`src/hw/rtl/sha512_pkg.sv`:
```
// Package of SHA-512 constants, types and round helper functions.
package sha512_pkg;

  localparam int unsigned BlockBytes = 128;
  localparam int unsigned Rounds = 80;
  localparam int unsigned LenPos = 112;
  localparam int unsigned QueueDepthDefault = 4;

  // Queue entry passed from the front to the back: one 64-bit message word.
  typedef struct packed {
    logic [63:0] data;
    logic        block_end;   // last word of a 128-byte block
    logic        msg_end;     // that block also ends the message
  } sha512_word_t;

  function automatic logic [63:0] init_hash(input logic [2:0] idx);
    logic [63:0] v;
    unique case (idx)
      3'd0: v = 64'h6a09e667f3bcc908;
      3'd1: v = 64'hbb67ae8584caa73b;
      3'd2: v = 64'h3c6ef372fe94f82b;
      3'd3: v = 64'ha54ff53a5f1d36f1;
      3'd4: v = 64'h510e527fade682d1;
      3'd5: v = 64'h9b05688c2b3e6c1f;
      3'd6: v = 64'h1f83d9abfb41bd6b;
      default: v = 64'h5be0cd19137e2179;
    endcase
    return v;
  endfunction

  function automatic logic [63:0] round_k(input logic [6:0] t);
    logic [63:0] v;
    unique case (t)
      7'd0: v = 64'h428a2f98d728ae22;  7'd1: v = 64'h7137449123ef65cd;
      7'd2: v = 64'hb5c0fbcfec4d3b2f;  7'd3: v = 64'he9b5dba58189dbbc;
      7'd4: v = 64'h3956c25bf348b538;  7'd5: v = 64'h59f111f1b605d019;
      7'd6: v = 64'h923f82a4af194f9b;  7'd7: v = 64'hab1c5ed5da6d8118;
      7'd8: v = 64'hd807aa98a3030242;  7'd9: v = 64'h12835b0145706fbe;
      7'd10: v = 64'h243185be4ee4b28c; 7'd11: v = 64'h550c7dc3d5ffb4e2;
      7'd12: v = 64'h72be5d74f27b896f; 7'd13: v = 64'h80deb1fe3b1696b1;
      7'd14: v = 64'h9bdc06a725c71235; 7'd15: v = 64'hc19bf174cf692694;
      7'd16: v = 64'he49b69c19ef14ad2; 7'd17: v = 64'hefbe4786384f25e3;
      7'd18: v = 64'h0fc19dc68b8cd5b5; 7'd19: v = 64'h240ca1cc77ac9c65;
      7'd20: v = 64'h2de92c6f592b0275; 7'd21: v = 64'h4a7484aa6ea6e483;
      7'd22: v = 64'h5cb0a9dcbd41fbd4; 7'd23: v = 64'h76f988da831153b5;
      7'd24: v = 64'h983e5152ee66dfab; 7'd25: v = 64'ha831c66d2db43210;
      7'd26: v = 64'hb00327c898fb213f; 7'd27: v = 64'hbf597fc7beef0ee4;
      7'd28: v = 64'hc6e00bf33da88fc2; 7'd29: v = 64'hd5a79147930aa725;
      7'd30: v = 64'h06ca6351e003826f; 7'd31: v = 64'h142929670a0e6e70;
      7'd32: v = 64'h27b70a8546d22ffc; 7'd33: v = 64'h2e1b21385c26c926;
      7'd34: v = 64'h4d2c6dfc5ac42aed; 7'd35: v = 64'h53380d139d95b3df;
      7'd36: v = 64'h650a73548baf63de; 7'd37: v = 64'h766a0abb3c77b2a8;
      7'd38: v = 64'h81c2c92e47edaee6; 7'd39: v = 64'h92722c851482353b;
      7'd40: v = 64'ha2bfe8a14cf10364; 7'd41: v = 64'ha81a664bbc423001;
      7'd42: v = 64'hc24b8b70d0f89791; 7'd43: v = 64'hc76c51a30654be30;
      7'd44: v = 64'hd192e819d6ef5218; 7'd45: v = 64'hd69906245565a910;
      7'd46: v = 64'hf40e35855771202a; 7'd47: v = 64'h106aa07032bbd1b8;
      7'd48: v = 64'h19a4c116b8d2d0c8; 7'd49: v = 64'h1e376c085141ab53;
      7'd50: v = 64'h2748774cdf8eeb99; 7'd51: v = 64'h34b0bcb5e19b48a8;
      7'd52: v = 64'h391c0cb3c5c95a63; 7'd53: v = 64'h4ed8aa4ae3418acb;
      7'd54: v = 64'h5b9cca4f7763e373; 7'd55: v = 64'h682e6ff3d6b2b8a3;
      7'd56: v = 64'h748f82ee5defb2fc; 7'd57: v = 64'h78a5636f43172f60;
      7'd58: v = 64'h84c87814a1f0ab72; 7'd59: v = 64'h8cc702081a6439ec;
      7'd60: v = 64'h90befffa23631e28; 7'd61: v = 64'ha4506cebde82bde9;
      7'd62: v = 64'hbef9a3f7b2c67915; 7'd63: v = 64'hc67178f2e372532b;
      7'd64: v = 64'hca273eceea26619c; 7'd65: v = 64'hd186b8c721c0c207;
      7'd66: v = 64'heada7dd6cde0eb1e; 7'd67: v = 64'hf57d4f7fee6ed178;
      7'd68: v = 64'h06f067aa72176fba; 7'd69: v = 64'h0a637dc5a2c898a6;
      7'd70: v = 64'h113f9804bef90dae; 7'd71: v = 64'h1b710b35131c471b;
      7'd72: v = 64'h28db77f523047d84; 7'd73: v = 64'h32caab7b40c72493;
      7'd74: v = 64'h3c9ebe0a15c9bebc; 7'd75: v = 64'h431d67c49c100d4c;
      7'd76: v = 64'h4cc5d4becb3e42b6; 7'd77: v = 64'h597f299cfc657e2a;
      7'd78: v = 64'h5fcb6fab3ad6faec; 7'd79: v = 64'h6c44198c4a475817;
      default: v = '0;
    endcase
    return v;
  endfunction

  function automatic logic [63:0] rotr(input logic [63:0] x, input int unsigned n);
    return (x >> n) | (x << (64 - n));
  endfunction

endpackage

```
`src/hw/rtl/sha512_front.sv`:
```
// Front end: packs bytes into big-endian 64-bit words and generates padding.
module sha512_front (
  input  logic                      clk,
  input  logic                      rst,
  input  logic                      in_valid,
  output logic                      in_ready,
  input  logic [7:0]                data_byte,
  input  logic                      byte_present,
  input  logic                      end_of_message,
  output logic                      wr_valid,
  input  logic                      wr_ready,
  output sha512_pkg::sha512_word_t  wr_word
);
  import sha512_pkg::*;

  typedef enum logic [1:0] {ST_BYTES, ST_PAD, ST_LEN} state_t;

  state_t      state;
  logic [6:0]  pos;        // byte position inside the block
  logic [63:0] acc;        // word under assembly
  logic [63:0] bit_len;
  logic        pad_first;  // the 0x80 byte has not been placed yet

  logic        take;
  logic        bp;
  logic [63:0] acc_byte;
  logic [63:0] len_next;
  logic [3:0]  word_pos;
  logic [3:0]  word_inc;

  assign in_ready = (state == ST_BYTES) && (!byte_present || pos[2:0] != 3'd7 || wr_ready);
  assign take     = in_valid && in_ready;
  assign bp       = byte_present;
  assign acc_byte = {acc[55:0], data_byte};
  assign len_next = bit_len + 64'd8;
  assign word_pos = pos[6:3];
  assign word_inc = pos[6:3] + 4'd1;

  always_comb begin
    wr_valid = 1'b0;
    wr_word  = '0;
    unique case (state)
      ST_BYTES: begin
        wr_valid          = in_valid && bp && pos[2:0] == 3'd7;
        wr_word.data      = acc_byte;
        wr_word.block_end = (pos == 7'd127);
      end
      ST_PAD: begin
        // The first padding word holds the partial bytes, then 0x80, then zeros.
        wr_valid          = 1'b1;
        wr_word.data      = pad_first ? ({acc[55:0], 8'h80} << {~pos[2:0], 3'b000}) : 64'd0;
        wr_word.block_end = (word_pos == 4'd15);
      end
      default: begin
        wr_valid          = 1'b1;
        wr_word.data      = (word_pos == 4'd15) ? bit_len : 64'd0;
        wr_word.block_end = (word_pos == 4'd15);
        wr_word.msg_end   = (word_pos == 4'd15);
      end
    endcase
  end

  always_ff @(posedge clk) begin
    if (rst) begin
      state     <= ST_BYTES;
      pos       <= '0;
      acc       <= '0;
      bit_len   <= '0;
      pad_first <= 1'b0;
    end else begin
      unique case (state)
        ST_BYTES: begin
          if (take) begin
            if (bp) begin
              acc     <= acc_byte;
              pos     <= pos + 7'd1;
              bit_len <= len_next;
            end
            if (end_of_message) begin
              state     <= ST_PAD;
              pad_first <= 1'b1;
            end
          end
        end
        ST_PAD: begin
          // Zero words run up to word 13; words 14 and 15 carry the length.
          if (wr_ready) begin
            pad_first <= 1'b0;
            pos       <= {word_inc, 3'b000};
            if (word_pos == 4'd13) state <= ST_LEN;
          end
        end
        default: begin
          if (wr_ready) begin
            if (word_pos == 4'd15) begin
              state   <= ST_BYTES;
              pos     <= '0;
              bit_len <= '0;
            end else begin
              pos <= {word_inc, 3'b000};
            end
          end
        end
      endcase
    end
  end

  wire pad_len_slot = (state == ST_PAD) && (pos[6:3] == 4'd13);

  assert property (@(posedge clk) disable iff (rst)
    (state == ST_LEN) |-> (pos[6:3] == 4'd14 || pos[6:3] == 4'd15))
    else $error("length words out of place");
  assert property (@(posedge clk) disable iff (rst)
    (state == ST_LEN) |-> !pad_first)
    else $error("length started before the pad byte");
  assert property (@(posedge clk) disable iff (rst)
    pad_len_slot && wr_valid && wr_ready |=> state == ST_LEN)
    else $error("missed length words");
endmodule

```
`config.mk`:
```
export PLATFORM = sky130hd
export DESIGN_NAME = sha512_front
export DESIGN_NICKNAME = d
export VERILOG_FILES = /design/src/hw/rtl/sha512_pkg.sv /design/src/hw/rtl/sha512_front.sv
export SDC_FILE = /design/constraint.sdc
export NUM_CORES = 1
export LEC_CHECK = 0
export CAP_MARGIN = 20
export CELL_PAD_IN_SITES_DETAIL_PLACEMENT = 0
export CELL_PAD_IN_SITES_GLOBAL_PLACEMENT = 2
export CORE_MARGIN = 5
export CORE_UTILIZATION = 40
export DETAILED_ROUTE_END_ITERATION = 7
export DONT_BUFFER_PORTS = 1
export PLACE_DENSITY = 0.88
export SLEW_MARGIN = 40
export SYNTH_ARGS = -nofsm -noshare
export SYNTH_HDL_FRONTEND = slang
export SYNTH_SLANG_ARGS = --single-unit
```
`constraint.sdc`:
```
create_clock -name clk -period 4.9 [get_ports clk]
set_input_delay 0 -clock clk [delete_from_list [all_inputs] [get_ports clk]]
set_output_delay 0 -clock clk [all_outputs]
set_load 0.02 [all_outputs]
```
* After elaboration in Yosys (flattened, before gate mapping)
Cells that the tools add are included.
** Word-level totals
- Bits in registers :: 130
- Output and inout port bits :: 68
** Cells by class
- Equality and inequality tests :: 11
- Shift operators :: 1
- Add/subtract/negate cells :: 3
- Bitwise operators :: 2
- Reductions and logical operators :: 18
- Muxes and demuxes :: 27
** Operators with widths (number)
- $mux 64 :: 6
- $pmux 65 s2 :: 1
- $pmux 64 s2 :: 1
- $add 64x4->64 const B :: 1
- $shl 64x6->64 :: 1
- $mux 7 :: 5
- $pmux 7 s2 :: 1
- $mux 2 :: 6
- $ne 2x2->1 const B :: 5
- $eq 4x4->1 const B :: 2
- $reduce_and 4->1 :: 2
- $add 7x1->7 const B :: 1
- $eq 7x7->1 const B :: 1
- $reduce_and 6->1 :: 1
- $reduce_bool 2->1 :: 3
- $mux 1 :: 5
- $reduce_and 5->1 :: 1
- $add 4x1->4 const B :: 1
- $logic_and 1x1->1 :: 4
- $pmux 2 s2 :: 1
- $eq 3x3->1 const B :: 1
- $ne 3x3->1 const B :: 1
- $not 3->3 :: 1
- $reduce_and 3->1 :: 1
- other kinds (8) :: 9

* Longest topological paths before layout
- Word-level depth :: 7
- Mapped depth :: 9
- Gate-level depth less buffers :: 7

* Worst setup path after synthesis
No wires, ideal clock.
- Path type :: register -> register
- From :: register bit_len[3]
- To :: register bit_len[63]
- Arrival :: 2.267 ns
- Slack :: 2.570 ns
- Setup time :: 0.063 ns
- Stages on the path, launching flop included :: 7
- Period minus slack after synthesis :: 2.330 ns
- Cells stage by stage :: dfxtp_1 > ha_1 > nand4_1 > or4_1 > or3_4 > or4_1 > nand3_1
** Between the ends
- Longest elaborated chain between the ends :: 4
** Ends and longest elaborated chain
- start, declared :: RTL line sha512_front.sv:21 : logic [63:0] bit_len;
- start signal, assigned :: RTL line sha512_front.sv:77 : bit_len <= len_next;
- $add 64x4->64 :: RTL line sha512_front.sv:35 : assign len_next = bit_len + 64'd8;
- $mux 64 :: RTL line sha512_front.sv:74 : if (bp) begin
- $mux 64 :: RTL line sha512_front.sv:73 : if (take) begin
- $pmux 64 s2 :: RTL line sha512_front.sv:71 : unique case (state)
No other way between the ends. The select of a mux whose other input is x is not followed.
A chain may end at the register's enable or synchronous reset.

==> results.md <==
* Status: completed
* Maximum clock rate at 281 MHz
* Initial Util at 0.406
* Routed Antenna Nets at 0
* # rows at 51
* I/O pin count at 82
* First-pass GRT wire length at 48,100 um
* Die ar. at 22,700 um^2
* Mapped cell area at 7910 um^2
* Synth cell count leaders: 182 x nand2_1, 127 x dfxtp_1, 112 x a21oi_1
* WHS Endpoint: pos[6]
* Critical R2R Launch: state[1]
* Vias after detailed routing at 8,469
* Ys flop type: dfxtp_1
* Area delta synth->final at 11.5%
* EDFF count, synth at 0
* Cell family with most CP delay: simple AND/OR/NAND/NOR gates
* Vias in the first global route at 7,840
* Cells on worst reg2reg path at 6
* Number of setup buffers added after CTS at 0
* Max-Cap Viols at 0
* CP Class: flop to primary output
* Grt total ovfl at 0
* Antenna Cells at 0
* Core ar. at 19,500 um^2
* Slew HR at 0.403
* Critical path data arrival time at 3.56 ns
* Hold Crit Depth at 4
* Hold_ws at 0.0884 ns
* Top cell type's share of synthesized area at 0.321
* Leak Pwr at 2.78 nW
* Detail Placement HPWL at 21,100 um
* CTS H-Tree Depth at 4
* Area of placed instances at 8040 um^2
* Fin crit share at 0.726
* Unrepaired setup endpoints after global routing: no
* Share of layout cells above drive strength 1 at 0.0826
* Post-synthesis sequential area ratio at 0.321
* Distinct cells, synth at 71
* Min Tclk post-route at 3.56 ns
* FF-to-FF End: pos[0]
* Initial antenna violation count at 0
* Worst path required time at 4.90 ns
* Max Slew Vio Count at 0
* Hold/Removal Path Class: input pin to flop
* Max Fanout on Critical Path at 30
* Endpoints failing setup at 0
* DIE HEIGHT at 151 um
* Pwr/cell area at 300 nW/um^2
* Design area at 8820 um^2
* Final #Nets at 1,047
* Max stage delay on crit path at 0.67 ns
* CP max stage cell: a31o_2
* Count leader, synth: nand2_1
* Buffers & Inverters on Critical Path at 2
* Top cells by area, synth: dfxtp_1 32%, nand2_1 8.6%, a21oi_1 7.1%, o21ai_0 4.6%, a22oi_1 3.2%
* Async set or reset register ratio after synthesis at 0
* Final Hold Viols at 0
* Average size of a mapped cell at 7.41 um^2
* Vias per Instance at 6.48
* DRC Markers at 0
* Worst hold start: byte_present
* Post-CTS Hold Buffers at 14
* Wirelength per Cell at 23.5 um
* Seq cells post-synth at 127
* Final WL at 30,700 um
* Core Util, Final at 0.453
* Maximum number of pins on one net before global-route repair at 79
* Port Buffers at 0
* Max clock buf depth at 2
* Clock root cell: clkbuf_16
* Worst Tran Pin Value at 0.894 ns
* R2R Setup Slk at 1.54 ns
* CTS tree: built
* Horiz. Die Dim at 151 um
* Setup TNS at 0 ns
* Startpoint type of the worst setup path: flop
* Detailed Route Iter0 Violations at 980
* Critical path cell sequence: nand3b_1 > nor2_1 > buf_4 > a31o_2 > a222oi_1 > inv_1
* Clock transition at path regs at 0.06 ns
* Worst Setup End Kind: primary output
* Synth warnings at 0
* Net count after synthesis at 1,086
* Gates resized, CTS repair at 0
* Worst vdd ir at 249 uV
* Area leader, netlist: dfxtp_1
* Clock Skew at 0.0103 ns
* Overall Global Routing Usage at 0.272
* Routability cong. at 0.919
* Clk sink count at 127
* CTS buffer count at 17
* Clk Latency, worst-skew pair at 0.42 ns
* Cells after synthesis at 1,067
* First-pass DRT Iterations at 6
-- worst min-delay path, delay by kind of cell --
kind               cells  cell delay, ns
and+or+nand+nor        1            0.10
AOI/OAI and AO/OA      3            0.35
-- stage by stage --
stage          worst slack [ns]  power (mW)  cells
6_report                   1.34        2.64   1306
5_1_grt                    1.16        2.73   1306
4_1_cts                    1.44        2.66   1306
3_5_place_dp               1.81        1.28   1260
3_3_place_gp               1.88        1.27   1260
2_1_floorplan              2.57        1.23   1067
-- sequential cells by signal, summed over array words and instances, names as in the netlist --
name / count
bit_len: 61
acc: 56
pos: 7
state: 2
pad_first: 1
-- how the worst max path moves through the flow --
stage / start / cells after the start / slack, ns / to
2_1_floorplan: bit_len[3] / 6 / 2.57 / bit_len[63]
3_3_place_gp: state[1] / 6 / 1.88 / acc[22]
5_1_grt: state[0] / 6 / 1.16 / wr_word[24]
4_1_cts: state[0] / 6 / 1.44 / wr_word[23]
6_report: state[0] / 6 / 1.34 / wr_word[24]
3_5_place_dp: state[1] / 6 / 1.81 / acc[19]
-- layout make-up --
type / count / area [um^2]
clock inverter: 14 / 191
sequential: 127 / 2540
inverter: 29 / 109
clock buffer: 18 / 429
tap: 265 / 332
fill: 1982 / 10600
timing repair buffer: 29 / 270
multi-input combinational: 824 / 4940
-- layout by cell type (no fill, tap or decap), drive strengths merged, types with 5 or more instances in the layout --
master       netlist  final
nor3              23     23
a22o              12     12
a31oi             16     16
mux2              16     16
inv               29     30
o311ai             5      5
ha                 5      5
and2               6      6
or3                9      9
clkinv             0      5
a221o             12     12
o21ai             73     73
and4               8      8
a41oi              9      9
nand3             40     40
a211oi            11     11
and3              12     12
or4               24     24
a21o               5      5
clkbuf            70     18
nand4             26     26
mux2i             24     24
a21oi            112    112
nor4              12     12
o211ai            18     18
a221oi             6      6
nor2              56     56
buf               17     16
dfxtp            127    127
nand2            182    182
a222oi            13     13
dlygate4sd3        0     13
a22oi             34     34
-- power by group --
part           switching, mW  internal (mW)  leakage, nW  total (mW)
Clock                  0.511          0.851        0.292        1.36
Combinational          0.162         0.0587         1.47       0.221
Sequential            0.0189           1.04         1.03        1.06
-- logic make-up (layout without fill, tap and decap cells) --
kind of cell,Yosys count,after routing,share of synthesized area
buffers and inverters,116,90,0.0574
AOI/OAI and AO/OA,358,358,0.297
adders and majority gates,5,5,0.00791
xor gates and xnor gates,3,3,0.00332
and+or+nand+nor,418,418,0.260
muxes,40,40,0.0531
DFF,127,127,0.321
-- metal layers --
metal	GRT usage	vias to the layer above	wire length, um
met5	0	-	0
met4	0.0793	0	688
met3	0.0668	40	2990
met2	0.413	417	13500
met1	0.384	4070	13600
li1	-	3942	-
Note: power is estimated with default switching activity, not from simulation.
