==> config.mk <==
export PLATFORM = sky130hd
export DESIGN_NAME = sha512_queue
export DESIGN_NICKNAME = d
export VERILOG_FILES = /design/src/hw/rtl/sha512_pkg.sv /design/src/hw/rtl/sha512_queue.sv
export SDC_FILE = /design/constraint.sdc
export NUM_CORES = 1
export LEC_CHECK = 0
export BUFFER_PORTS_ARGS = -buffer_cell sky130_fd_sc_hd__buf_2
export CORE_MARGIN = 2
export CORE_UTILIZATION = 28
export CTS_CLUSTER_SIZE = 30
export DETAILED_ROUTE_END_ITERATION = 10
export GPL_TIMING_DRIVEN = 0
export PLACE_DENSITY = 0.53
export SLEW_MARGIN = 20
export SYNTH_ARGS = -nofsm -noshare
export SYNTH_HDL_FRONTEND = slang
export SYNTH_SLANG_ARGS = --single-unit
==> constraint.sdc <==
create_clock -name clk -period 3.1 [get_ports clk]
set_input_delay 0.31 -clock clk [delete_from_list [all_inputs] [get_ports clk]]
set_output_delay 0.31 -clock clk [all_outputs]
set_load 0.02 [all_outputs]
==> src/hw/rtl/sha512_pkg.sv <==
// Package of SHA-512 constants, types and round helper functions.
package sha512_pkg;

  localparam int unsigned BlockBytes = 128;
  localparam int unsigned Rounds = 80;
  localparam int unsigned LenPos = 112;
  localparam int unsigned QueueDepthDefault = 4;

  // Queue entry passed from the front to the back: one 64-bit message word.
  typedef struct packed {
    logic [63:0] data;
    logic        block_end;   // last word of a 128-byte block
    logic        msg_end;     // that block also ends the message
  } sha512_word_t;

  function automatic logic [63:0] init_hash(input logic [2:0] idx);
    logic [63:0] v;
    unique case (idx)
      3'd0: v = 64'h6a09e667f3bcc908;
      3'd1: v = 64'hbb67ae8584caa73b;
      3'd2: v = 64'h3c6ef372fe94f82b;
      3'd3: v = 64'ha54ff53a5f1d36f1;
      3'd4: v = 64'h510e527fade682d1;
      3'd5: v = 64'h9b05688c2b3e6c1f;
      3'd6: v = 64'h1f83d9abfb41bd6b;
      default: v = 64'h5be0cd19137e2179;
    endcase
    return v;
  endfunction

  function automatic logic [63:0] round_k(input logic [6:0] t);
    logic [63:0] v;
    unique case (t)
      7'd0: v = 64'h428a2f98d728ae22;  7'd1: v = 64'h7137449123ef65cd;
      7'd2: v = 64'hb5c0fbcfec4d3b2f;  7'd3: v = 64'he9b5dba58189dbbc;
      7'd4: v = 64'h3956c25bf348b538;  7'd5: v = 64'h59f111f1b605d019;
      7'd6: v = 64'h923f82a4af194f9b;  7'd7: v = 64'hab1c5ed5da6d8118;
      7'd8: v = 64'hd807aa98a3030242;  7'd9: v = 64'h12835b0145706fbe;
      7'd10: v = 64'h243185be4ee4b28c; 7'd11: v = 64'h550c7dc3d5ffb4e2;
      7'd12: v = 64'h72be5d74f27b896f; 7'd13: v = 64'h80deb1fe3b1696b1;
      7'd14: v = 64'h9bdc06a725c71235; 7'd15: v = 64'hc19bf174cf692694;
      7'd16: v = 64'he49b69c19ef14ad2; 7'd17: v = 64'hefbe4786384f25e3;
      7'd18: v = 64'h0fc19dc68b8cd5b5; 7'd19: v = 64'h240ca1cc77ac9c65;
      7'd20: v = 64'h2de92c6f592b0275; 7'd21: v = 64'h4a7484aa6ea6e483;
      7'd22: v = 64'h5cb0a9dcbd41fbd4; 7'd23: v = 64'h76f988da831153b5;
      7'd24: v = 64'h983e5152ee66dfab; 7'd25: v = 64'ha831c66d2db43210;
      7'd26: v = 64'hb00327c898fb213f; 7'd27: v = 64'hbf597fc7beef0ee4;
      7'd28: v = 64'hc6e00bf33da88fc2; 7'd29: v = 64'hd5a79147930aa725;
      7'd30: v = 64'h06ca6351e003826f; 7'd31: v = 64'h142929670a0e6e70;
      7'd32: v = 64'h27b70a8546d22ffc; 7'd33: v = 64'h2e1b21385c26c926;
      7'd34: v = 64'h4d2c6dfc5ac42aed; 7'd35: v = 64'h53380d139d95b3df;
      7'd36: v = 64'h650a73548baf63de; 7'd37: v = 64'h766a0abb3c77b2a8;
      7'd38: v = 64'h81c2c92e47edaee6; 7'd39: v = 64'h92722c851482353b;
      7'd40: v = 64'ha2bfe8a14cf10364; 7'd41: v = 64'ha81a664bbc423001;
      7'd42: v = 64'hc24b8b70d0f89791; 7'd43: v = 64'hc76c51a30654be30;
      7'd44: v = 64'hd192e819d6ef5218; 7'd45: v = 64'hd69906245565a910;
      7'd46: v = 64'hf40e35855771202a; 7'd47: v = 64'h106aa07032bbd1b8;
      7'd48: v = 64'h19a4c116b8d2d0c8; 7'd49: v = 64'h1e376c085141ab53;
      7'd50: v = 64'h2748774cdf8eeb99; 7'd51: v = 64'h34b0bcb5e19b48a8;
      7'd52: v = 64'h391c0cb3c5c95a63; 7'd53: v = 64'h4ed8aa4ae3418acb;
      7'd54: v = 64'h5b9cca4f7763e373; 7'd55: v = 64'h682e6ff3d6b2b8a3;
      7'd56: v = 64'h748f82ee5defb2fc; 7'd57: v = 64'h78a5636f43172f60;
      7'd58: v = 64'h84c87814a1f0ab72; 7'd59: v = 64'h8cc702081a6439ec;
      7'd60: v = 64'h90befffa23631e28; 7'd61: v = 64'ha4506cebde82bde9;
      7'd62: v = 64'hbef9a3f7b2c67915; 7'd63: v = 64'hc67178f2e372532b;
      7'd64: v = 64'hca273eceea26619c; 7'd65: v = 64'hd186b8c721c0c207;
      7'd66: v = 64'heada7dd6cde0eb1e; 7'd67: v = 64'hf57d4f7fee6ed178;
      7'd68: v = 64'h06f067aa72176fba; 7'd69: v = 64'h0a637dc5a2c898a6;
      7'd70: v = 64'h113f9804bef90dae; 7'd71: v = 64'h1b710b35131c471b;
      7'd72: v = 64'h28db77f523047d84; 7'd73: v = 64'h32caab7b40c72493;
      7'd74: v = 64'h3c9ebe0a15c9bebc; 7'd75: v = 64'h431d67c49c100d4c;
      7'd76: v = 64'h4cc5d4becb3e42b6; 7'd77: v = 64'h597f299cfc657e2a;
      7'd78: v = 64'h5fcb6fab3ad6faec; 7'd79: v = 64'h6c44198c4a475817;
      default: v = '0;
    endcase
    return v;
  endfunction

  function automatic logic [63:0] rotr(input logic [63:0] x, input int unsigned n);
    return (x >> n) | (x << (64 - n));
  endfunction

endpackage

==> src/hw/rtl/sha512_queue.sv <==
// Small word queue between the front end and the compression core.
module sha512_queue #(
  parameter int unsigned Depth = sha512_pkg::QueueDepthDefault
) (
  input  logic                      clk,
  input  logic                      rst,
  input  logic                      wr_valid,
  output logic                      wr_ready,
  input  sha512_pkg::sha512_word_t  wr_word,
  output logic                      rd_valid,
  input  logic                      rd_ready,
  output sha512_pkg::sha512_word_t  rd_word
);
  import sha512_pkg::*;

  localparam int unsigned AW = (Depth > 1) ? $clog2(Depth) : 1;

  sha512_word_t      mem [Depth];
  logic [AW-1:0]     wp, rp;
  logic [AW:0]       count;
  logic              push, pop;

  assign wr_ready = (count != (AW+1)'(Depth));
  assign rd_valid = (count != '0);
  assign push     = wr_valid && wr_ready;
  assign pop      = rd_valid && rd_ready;
  assign rd_word  = mem[rp];

  always_ff @(posedge clk) begin
    if (push) mem[wp] <= wr_word;
  end

  always_ff @(posedge clk) begin
    if (rst) begin
      wp <= '0;
      rp <= '0;
      count <= '0;
    end else begin
      if (push) wp <= (wp == AW'(Depth - 1)) ? '0 : wp + AW'(1);
      if (pop)  rp <= (rp == AW'(Depth - 1)) ? '0 : rp + AW'(1);
      count <= count + (AW+1)'(push) - (AW+1)'(pop);
    end
  end

  assert property (@(posedge clk) disable iff (rst) count <= (AW+1)'(Depth))
    else $error("queue overflow");
  assert property (@(posedge clk) disable iff (rst) (count == '0) |-> !pop)
    else $error("queue underflow");
  assert property (@(posedge clk) disable iff (rst)
    push && !pop |=> count == $past(count) + (AW+1)'(1))
    else $error("queue count slip");
endmodule

**After elaboration in Yosys (flattened, before gate mapping)**

Memory sizes are Yosys's and may differ from the RTL's. A register that Yosys moved wholly into a read port is not among the register bits.
Cells that the tools add are included.

- Word-level logic and storage cells: 20
- Register bits after elaboration: 7
- RAM bits: 264
- Memories: 1
- Memory bits (read-only): 0
- Output and inout bits: 68
- Bits in latches: 0

Memories:

| memory | words | bits a word | rd ports | clocked after Yosys merged registers in | write ports | RTL line | RTL |
|---|---|---|---|---|---|---|---|
| mem | 4 | 66 | 1 | 1 | 1 | sha512_queue.sv:18 | `sha512_word_t mem [Depth];` |

- Add/subtract/negate cells: 4
- Multipliers: 0
- Mux-type cells: 6
- Reduce and logical (&&, ||, !) cells: 3
- $lt $le $gt $ge: 0
- Bitwise gates (word level): 0
- Equal/unequal tests: 3
- Divide/modulo/power cells: 0
- Shift-type cells: 0

Operator list:

| cell | count |
|---|---|
| 2-bit two-way mux | 4 |
| 2-bit by 1-bit adder with 2-bit output, second input constant | 2 |
| 2-bit equality test, second input constant | 2 |
| 3-bit by 1-bit adder with 3-bit output | 1 |
| 3-bit != test, second input constant | 1 |
| 3-bit nonzero test | 1 |
| 3-bit by 1-bit subtractor with 3-bit output | 1 |
| 1-bit logical AND | 2 |
| 1-bit two-way mux | 2 |

**Logic depth before layout (Yosys ltp)**

Gate-level depths: netlist of the first run.

- Depth in word-level cells: 4
- Mapped depth: 11
- Gate-level depth less buffers: 10

**Worst setup path after synthesis of the first run**

Ideal clock, no wire load.

- Path type: register -> register
- Start point: reg count[1]
- End point: mem mem[0][0] (netlist name), enable pin
- Clock period less this slack: 2.772 ns
- Setup time: 0.432 ns
- Arrival time: 2.340 ns
- Setup slack: 0.328 ns
- Path buffers: 1
- Stages on the path, launching flop included: 4
- Cells stage by stage: dfxtp_1 > or3b_1 > buf_2 > and3_1

- Cells in the longest elaborated chain, start to end: 4

Ends and longest elaborated chain:

| what | RTL line | RTL |
|---|---|---|
| start, declared | sha512_queue.sv:20 | `logic [AW:0] count;` |
| start signal, assigned | sha512_queue.sv:41 | `count <= count + (AW+1)'(push) - (AW+1)'(pop);` |
| 3-bit != test | sha512_queue.sv:23 | `assign wr_ready = (count != (AW+1)'(Depth));` |
| named net wr_ready | sha512_queue.sv:8 | `output logic wr_ready,` |
| 1-bit logical AND | sha512_queue.sv:25 | `assign push = wr_valid && wr_ready;` |
| 1-bit two-way mux | sha512_queue.sv:30 | `if (push) mem[wp] <= wr_word;` |
| 1-bit two-way mux (not written as such) | sha512_queue.sv:30 |  |
| end, declared | sha512_queue.sv:18 |  |

The timed path passes the listed nets, and every way through them passes these cells.

**Final worst setup path of the first run**

- Start point: reg count[1]
- End point: reg count[2]

- Cells in the longest elaborated chain, start to end: 4
- Elaborated cells between the ends (all ways): 6
- Classes of those cells: add/sub (2); eq/ne (1); reduce/logical (3)

Ends and longest elaborated chain:

| what | RTL line |
|---|---|
| 3-bit != test | sha512_queue.sv:23 |
| 1-bit logical AND | sha512_queue.sv:25 |
| 3-bit by 1-bit adder with 3-bit output | sha512_queue.sv:41 |
| 3-bit by 1-bit subtractor with 3-bit output * | sha512_queue.sv:41 |

Every way passes the cells marked *; elsewhere a longest branch is shown, timed or not.
A chain may end at the register's enable or synchronous reset.

==> impl_metrics.json, run 1 <==
{
  "synth_cells": 393,
  "cpMostUsedCell": "inv_1",
  "fill_cells": 3205,
  "cap_viol_max_count": 0,
  "fmaxAchievable_mhz": 396,
  "portBuffers": 136,
  "num_rows": 69,
  "final_core_util": 0.368,
  "timing.hold.ws_ns": 0.103,
  "worst-slew-pin-transition_ns": 0.734,
  "setup_viol": 0,
  "rr_worst_depth": 10,
  "antenna_found_initial": 0,
  "dieArea_um2": 37200,
  "cp_max_fo": 5,
  "clock_skew_ns": 0.0147,
  "slew_headroom": 0.511,
  "whs_path_depth": 2,
  "clock_sinks": 273,
  "drive_gt1_frac": 0.410,
  "postCtsSetupRepairBufs": 0,
  "reg2reg_slack_ns": 0.58,
  "drt_wl_total_mm": 20.1,
  "cp.arrival_ns": 2.99,
  "pin_count": 138,
  "netlist_area_um2": 9990,
  "nets": 708,
  "startpoint_type": "register",
  "path_class": "reg -> reg",
  "wire_per_inst_um": 18.0,
  "start_util": 0.283,
  "fin_crit_sh": 0.814,
  "drtIter0Drc": 220,
  "syn2layout_area_growth_pct": 30.0,
  "viasPerCell": 4.32,
  "grt_pass1_wl_mm": 30.0,
  "p_leak_nw": 4.39,
  "crit_start": "count[1]",
  "clk_path_buf_depth": 3,
  "cts_tree": "done",
  "path_cells": "o31ai_1 -> inv_1 -> ha_1 -> inv_1 -> ha_1 -> inv_1 -> fa_1 -> xor2_1 -> and2_1 -> nor3_1",
  "grt_max_degree": 38,
  "insertion_delay_ns": 0.54,
  "cp_slowest_cell": "o31ai_1",
  "outcome": "finished clean",
  "syn_nets": 471,
  "cts_htree_levels": 1,
  "gp_congestion": 0.661,
  "seq_area_frac_synth": 0.812,
  "min_period_ns": 2.52,
  "grt_pass1_vias": 5300,
  "cts_resized": 0,
  "path_clk_slew_ns": 0.06,
  "min-delay-path-class": "in -> reg",
  "dpl.hpwl_mm": 12.3,
  "ys_types": 26,
  "syn_area_per_cell_um2": 25.4,
  "critical_path.reg2reg.startpoint": "count[1]",
  "slew_viol_final": 0,
  "yosysWarnings": 0,
  "clockRootBuffer": "clkbuf_16",
  "die_x_um": 193,
  "finalPower_mw": 10.5,
  "ant_nets": 0,
  "critical_path_required_ns": 3.57,
  "drc": 0,
  "crit_path_end": "count[2]",
  "overflow": 0,
  "ir_drop_v": 0.000525,
  "max_stage_delay_ns": 0.60,
  "worst_setup_path_end_kind": "register",
  "hold_viol_final": 0,
  "holdBufCountCts": 66,
  "fp.coreArea_um2": 35300,
  "drtPass1Iterations": 4,
  "regToRegEndpoint": "count[2]",
  "rsz0062_at_grt": "false",
  "grt_usage": 0.107,
  "ys_ff_latch": 273,
  "powerDensity_nw_per_um2": 812,
  "cts_buffers": 29,
  "vias": 4809,
  "num_antenna_cells": 0,
  "die_h_um": 193
}
[state kept, by name, summed over array words and instances, names as in the netlist, named ones only]
signal / count
wp: 2
count: 3
rp: 2
mem: 264
[power by group]
group / switching [mW] / total [mW] / internal [mW]
Clock: 1.33 / 3.37 / 2.04
Sequential: 0.106 / 4.63 / 4.52
Combinational: 1.46 / 2.54 / 1.08
Total: 2.90 / 10.5 / 7.65
[kinds of logic after synthesis]
logic type      synth area share
flops                      0.812
mux                        0.151
buf+inv                   0.0123
simple gates              0.0103
fa+ha+maj                 0.0108
compound gates           0.00301
xor+xnor                0.000877
[area by class of cell]
cell class | count | area [um2] | share of cell area
Timing Repair Buffer | 206 | 1450 | 0.112
Clock buffer | 34 | 744 | 0.0574
Inverter | 5 | 18.8 | 0.00145
Buffer | 16 | 104 | 0.00800
Multi-Input combinational cell | 99 | 1780 | 0.137
Sequential cell | 273 | 8110 | 0.625
Clock inverter | 19 | 200 | 0.0154
Tap cell | 461 | 577 | 0.0444
[how the worst min path moves through the flow]
| stage | start | endpoint | slack, ns |
|---|---|---|---|
| global placement | rp[0] | rp[0] | 0.48 |
| CTS | rst | count[1] | 0.08 |
| global route | rst | count[0] | 0.11 |
| finish | rst | count[1] | 0.10 |
| detailed placement | rp[0] | register | 0.50 |
| floorplan | wr_word[0] | mem[0][0] | 0.41 |
[metal layers]
layer	wire, um	vias up	track usage	share of wire
met2	10100	113	0.186	0.50
met4	350	0	0.0308	0.017
met1	8550	2520	0.134	0.43
met3	1100	20	0.0244	0.055
li1	-	2156	-	-
met5	0	-	0	0
[layout by cell type (no fill, tap or decap), types with 4 or more instances in the layout]
cell	Yosys	routed
bufinv_16	0	4
ha_1	7	7
dlygate4sd3_1	0	66
mux4_2	66	66
clkinv_2	0	5
clkbuf_16	0	29
and3_4	0	4
clkinv_1	0	6
buf_16	0	4
buf_6	4	4
inv_1	5	5
edfxtp_1	264	264
buf_2	8	144
clkbuf_1	3	8
dfxtp_1	9	9
[stage by stage]
stage                     setup WS [ns]  setup TNS, ns  std cells  area (um2)
final                             0.575              0       1113       13000
after global routing              0.341              0       1113       13000
after CTS                         0.545              0       1113       13000
after detailed placement          0.552              0        994       11400
after global placement            -1.02        -267.51        990       11200
after floorplan                   0.328              0        393        9990
[Yosys cell counts (all sizes together)]
cell type,n,area share
ha,7,0.0088
and2,1,0.00063
o31ai,1,0.00075
inv,5,0.0019
and3,4,0.0025
clkbuf,3,0.0011
a211o,1,0.00088
nor2,3,0.0011
nor3,1,0.00050
xor2,1,0.00088
or3,3,0.0020
a21oi,1,0.00050
edfxtp,264,0.79
nand2b,2,0.0013
dfxtp,9,0.018
nand2,2,0.00075
or3b,1,0.00088
nor2b,1,0.00063
fa,1,0.0020
o21ai,1,0.00088
mux4,66,0.15
mux2i,2,0.0020
buf,13,0.0093
[critical path: cells and delay by family, from the launching register on]
| kind | cells | cell delay [ns] |
|---|---|---|
| adder cells (fa/ha/maj) | 3 | 0.82 |
| AO/OA/AOI/OAI | 1 | 0.60 |
| flip-flops | 1 | 0.36 |
| AND/OR/NAND/NOR | 2 | 0.29 |
| buffers and inverters | 3 | 0.21 |
| XOR/XNOR | 1 | 0.16 |
No activity file was read; power rests on OpenSTA's default activity.
==> run 2, diff against run 1 <==
PLACE_DENSITY = 0.54   (was 0.53)
clock period = 2.3 ns   (was 3.1 ns; I/O delays follow)
==> impl_metrics.json, run 2 (same netlist as run 1, synthesis figures left out) <==
{
  "wire_per_inst_um": 18.3,
  "rsz0062_at_grt": "true",
  "path_clk_slew_ns": 0.06,
  "nets": 714,
  "dp.cells": 994,
  "grt_usage": 0.109,
  "clk_path_buf_depth": 3,
  "pin_count": 138,
  "die_h_um": 193,
  "slew_viol_final": 0,
  "powerDensity_nw_per_um2": 1090,
  "fin_crit_sh": 0.984,
  "whs_path_depth": 2,
  "hold_viol_final": 0,
  "num_rows": 69,
  "final_core_util": 0.371,
  "grt_max_degree": 35,
  "antenna_found_initial": 0,
  "drtIter0Drc": 191,
  "min-delay-start": "rst",
  "drc": 0,
  "overflow": 0,
  "syn2layout_area_growth_pct": 31.3,
  "path_class": "reg -> reg",
  "rr_worst_depth": 10,
  "cts_htree_levels": 1,
  "start_util": 0.283,
  "dieArea_um2": 37200,
  "outcome": "finished clean",
  "reg2reg_slack_ns": 0.04,
  "critical_path.reg2reg.startpoint": "count[1]",
  "ir_drop_v": 0.000678,
  "cp_max_fo": 4,
  "finalPower_mw": 14.3,
  "drive_gt1_frac": 0.440,
  "seq_area_um2": 8120,
  "fmaxAchievable_mhz": 442,
  "clock_skew_ns": 0.0146,
  "dpl.hpwl_mm": 12.5,
  "largest_reg_flops": 264,
  "fp.coreArea_um2": 35300,
  "num_antenna_cells": 0,
  "portBuffers": 136,
  "drtPass1Iterations": 4,
  "grt_pass1_vias": 5375,
  "drt_wl_total_mm": 20.5,
  "insertion_delay_ns": 0.54,
  "cts_buffers": 29,
  "reg_top3": "mem x264, count x3",
  "cp.arrival_ns": 2.72,
  "final_common_cell": "edfxtp_1",
  "worst_setup_path_end_kind": "register",
  "hold_path_end": "count[1]",
  "regMostFlops": "mem",
  "setup_viol": 0,
  "fin_cells": 1118,
  "mostFrequentLayoutCells": "edfxtp_1, buf_2, dlygate4sd3_1",
  "viasPerCell": 4.35,
  "clockRootBuffer": "clkbuf_16",
  "worst-slew-pin-transition_ns": 0.633,
  "ant_nets": 0,
  "regToRegEndpoint": "count[2]",
  "clock_sinks": 273,
  "vias": 4861,
  "fill_cells": 3265,
  "cts_tree": "done",
  "p_leak_nw": 4.41,
  "min_period_ns": 2.26,
  "multiInputGateArea_um2": 1850,
  "startpoint_type": "register",
  "critical_path_required_ns": 2.76,
  "gp_congestion": 0.686,
  "min-delay-path-class": "in -> reg",
  "die_x_um": 193,
  "slew_headroom": 0.578,
  "cap_viol_max_count": 0,
  "grt_pass1_wl_mm": 30.5
}
==> run 2: cell count changes in the layout (fill, tap and decap cells not counted), sizes merged <==
cell         before  now
buf             153  158
clkinvlp          2    4
inv               7    5
bufinv            4    3
dlygate4sd3      66   67
==> run 2: worst max-delay path, stage by stage, from the launching register on <==
cell     delay, ns
dfxtp_4       0.36
or3b_4        0.44
nand2_4       0.10
ha_4          0.20
inv_2         0.06
ha_4          0.11
inv_2         0.04
fa_2          0.40
xor2_2        0.19
and2_4        0.14
nor3_4        0.15
==> run 2: cell type report <==
type,instances,share of cell area
clock buffers,34,0.0568
repair buffers,213,0.114
clock inverters,18,0.0129
inverters,5,0.00143
plain buffers,15,0.0112
well taps,461,0.0440
flip-flops and latches,273,0.619
multi-input cells,99,0.141
==> run 2: how the worst max path moves through the flow <==
stage / cells past startpoint / from / end
2_1_floorplan: 11 / count[1] / count[2]
3_3_place_gp: 3 / count[1] / mem[2][20]
3_5_place_dp: 10 / count[1] / count[2]
4_1_cts: 11 / count[1] / count[2]
5_1_grt: 10 / count[1] / count[2]
6_report: 10 / count[1] / count[2]
==> run 2: power breakdown <==
| group | internal, mW | switching [mW] | total [mW] |
|---|---|---|---|
| Clock | 2.64 | 1.81 | 4.44 |
| Sequential | 6.11 | 0.158 | 6.26 |
| Combinational | 1.57 | 2.03 | 3.60 |
==> run 2: routing by layer <==
metal  part of all wire  global-route usage  vias to the layer above  wire (um)
li1                   -                   -                     2172          -
met4              0.020              0.0338                        0        411
met1               0.43               0.138                     2547       8820
met5                  0                   0                        -          0
met3              0.052              0.0262                       34       1060
met2               0.50               0.187                      108      10200
==> run 2: per-stage QoR <==
| stage | hold slack (ns) | TNS (ns) | setup slack [ns] | cell area [um2] |
|---|---|---|---|---|
| after floorplan | 0.329 | 0 | 0.0291 | 9990 |
| after global placement | 0.440 | -93.85 | -0.370 | 11300 |
| after detailed placement | 0.449 | -0.195 | -0.195 | 11400 |
| after CTS | 0.00784 | 0 | 0.0138 | 13000 |
| after global routing | 0.0724 | -0.0195 | -0.0195 | 13100 |
| final | 0.0568 | 0 | 0.0372 | 13100 |
==> run 2: timing repair <==
action,in CTS,in global routing
setup buffers,2,4
pin swaps,1,6
hold endpoints to repair,265,0
hold buffers,67,0
endpoints found under the setup margin,61,2
gates resized for setup,26,12
==> run 3, diff against run 2 <==
PLACE_DENSITY = 0.53   (was 0.54)
clock period = 2.4 ns   (was 2.3 ns; I/O delays follow)
==> impl_metrics.json, run 3 (same netlist as run 1, synthesis figures left out) <==
{
  "outcome": "finished clean",
  "use_met3": 0.0245,
  "min_period_ns": 2.34,
  "clock_sinks": 273,
  "drtPass1Iterations": 4,
  "setup_viol": 0,
  "vias": 4840,
  "cts_buffers": 29,
  "hold_viol_final": 0,
  "finalPower_mw": 13.4,
  "fill_cells": 3262,
  "portBuffers": 136,
  "startpoint_type": "register",
  "dp_slack_ns": -0.131,
  "path_cells": "or3b_1 -> buf_6 -> nand2_8 -> ha_4 -> inv_2 -> ha_1 -> inv_1 -> fa_2 -> xor2_2 -> and2_1 -> nor3_2",
  "ant_nets": 0,
  "syn2layout_area_growth_pct": 30.1,
  "regMostFlops": "mem",
  "clock_skew_ns": 0.0151,
  "die_h_um": 193,
  "gr-usage-met1": 0.132,
  "worst-slew-pin-transition_ns": 0.712,
  "cap_viol_max_count": 0,
  "critical_path_required_ns": 2.85,
  "min-delay-path-class": "in -> reg",
  "timing.hold.ws_ns": 0.101,
  "viasPerCell": 4.34,
  "clockRootBuffer": "clkbuf_16",
  "grt_use_met2": 0.191,
  "cts_htree_levels": 1,
  "antenna_found_initial": 0,
  "finalSetupTns_ns": 0,
  "grt_pass1_wl_mm": 30.3,
  "grt_usage": 0.109,
  "powerDensity_nw_per_um2": 1030,
  "fp.coreArea_um2": 35300,
  "fin_crit_sh": 0.973,
  "final_core_util": 0.368,
  "start_util": 0.283,
  "mostFrequentLayoutCells": "edfxtp_1, buf_2, dlygate4sd3_1",
  "insertion_delay_ns": 0.54,
  "num_rows": 69,
  "cts_tree": "done",
  "p_leak_nw": 4.37,
  "wire_per_inst_um": 18.1,
  "worst_setup_path_end_kind": "register",
  "pin_count": 138,
  "layout_setup_ws_ns": 0.0637,
  "die_x_um": 193,
  "rsz0062_at_grt": "true",
  "drtIter0Drc": 201,
  "seq_area_um2": 8110,
  "cp_slowest_cell": "fa_2",
  "largest_reg_flops": 264,
  "drt_wl_total_mm": 20.2,
  "path_class": "reg -> reg",
  "multiInputGateArea_um2": 1820,
  "path_clk_slew_ns": 0.06,
  "cp.arrival_ns": 2.79,
  "crit_family": "adder cells",
  "nets": 711,
  "final_common_cell": "edfxtp_1",
  "grt_pass1_vias": 5329,
  "num_antenna_cells": 0,
  "dieArea_um2": 37200,
  "fmaxAchievable_mhz": 428,
  "overflow": 0,
  "slew_viol_final": 0,
  "clk_path_buf_depth": 3,
  "max_stage_delay_ns": 0.40,
  "grt_max_degree": 39,
  "gp_congestion": 0.680,
  "slew_headroom": 0.525,
  "ir_drop_v": 0.000561,
  "gr-max-usage-layer": "met2",
  "drive_gt1_frac": 0.419,
  "drc": 0,
  "dpl.hpwl_mm": 12.6,
  "cp.buffers_inverters": 3,
  "cp_max_fo": 5,
  "reg_top3": "mem x264, count x3"
}
-- run 3: changes by cell type in the layout (fill, tap and decap cells not counted), moves of 2 or more --
| cell | before | now |
|---|---|---|
| clkbuf_2 | 2 | 0 |
| clkinvlp_4 | 4 | 2 |
| buf_12 | 3 | 0 |
| clkinv_1 | 5 | 8 |
| buf_2 | 136 | 141 |
| clkbuf_1 | 6 | 10 |
| buf_4 | 12 | 4 |
| bufinv_16 | 3 | 1 |
| buf_16 | 2 | 4 |
-- run 3: cell type report --
| class | instances | area share |
|---|---|---|
| Inverter | 5 | 0.00144 |
| Clock buffer | 36 | 0.0579 |
| Timing Repair Buffer | 209 | 0.114 |
| Multi-Input combinational cell | 99 | 0.140 |
| Tap cell | 461 | 0.0444 |
| Sequential cell | 273 | 0.624 |
| Clock inverter | 16 | 0.00770 |
| Buffer | 16 | 0.0103 |
-- run 3: where the power goes --
part           switching [mW]  internal [mW]
Sequential              0.142           5.85
Combinational            1.93           1.47
Clock                    1.68           2.31
Total                    3.76           9.62
-- run 3: worst register-to-register path: stages, from the launching register on --
cell and delay (ns):
dfxtp_4 0.37, or3b_1 0.36, buf_6 0.15, nand2_8 0.08, ha_4 0.20, inv_2 0.04
ha_1 0.14, inv_1 0.06, fa_2 0.40, xor2_2 0.16, and2_1 0.17, nor3_2 0.11
-- run 3: stage by stage --
step / std cells / instance area (um2)
floorplan: 393 / 9990
global placement: 990 / 11200
detailed placement: 994 / 11400
CTS: 1113 / 12900
global route: 1115 / 13000
finish: 1115 / 13000
-- run 3: final timing paths --
path	from	endpoint	slack, ns	cells after the start
setup / recovery	count[1]	count[2]	0.06	11
hold / removal	rd_ready	rp[0]	0.10	4
setup reg to reg	count[1]	count[2]	0.06	11
hold reg to reg	rp[0]	rp[0]	0.52	2
-- run 3: repair_timing --
action,4_1_cts,5_1_grt
hold buffers,67,0
endpoints found under the setup margin,41,20
buffers inserted,0,2
gates resized for setup,12,10
hold endpoints to repair,265,0
pin swaps,0,2
-- run 3: metal layers --
metal / share of wire / wire (um)
met3: 0.053 / 1080
met5: 0 / 0
met1: 0.41 / 8310
met2: 0.51 / 10400
met4: 0.024 / 483
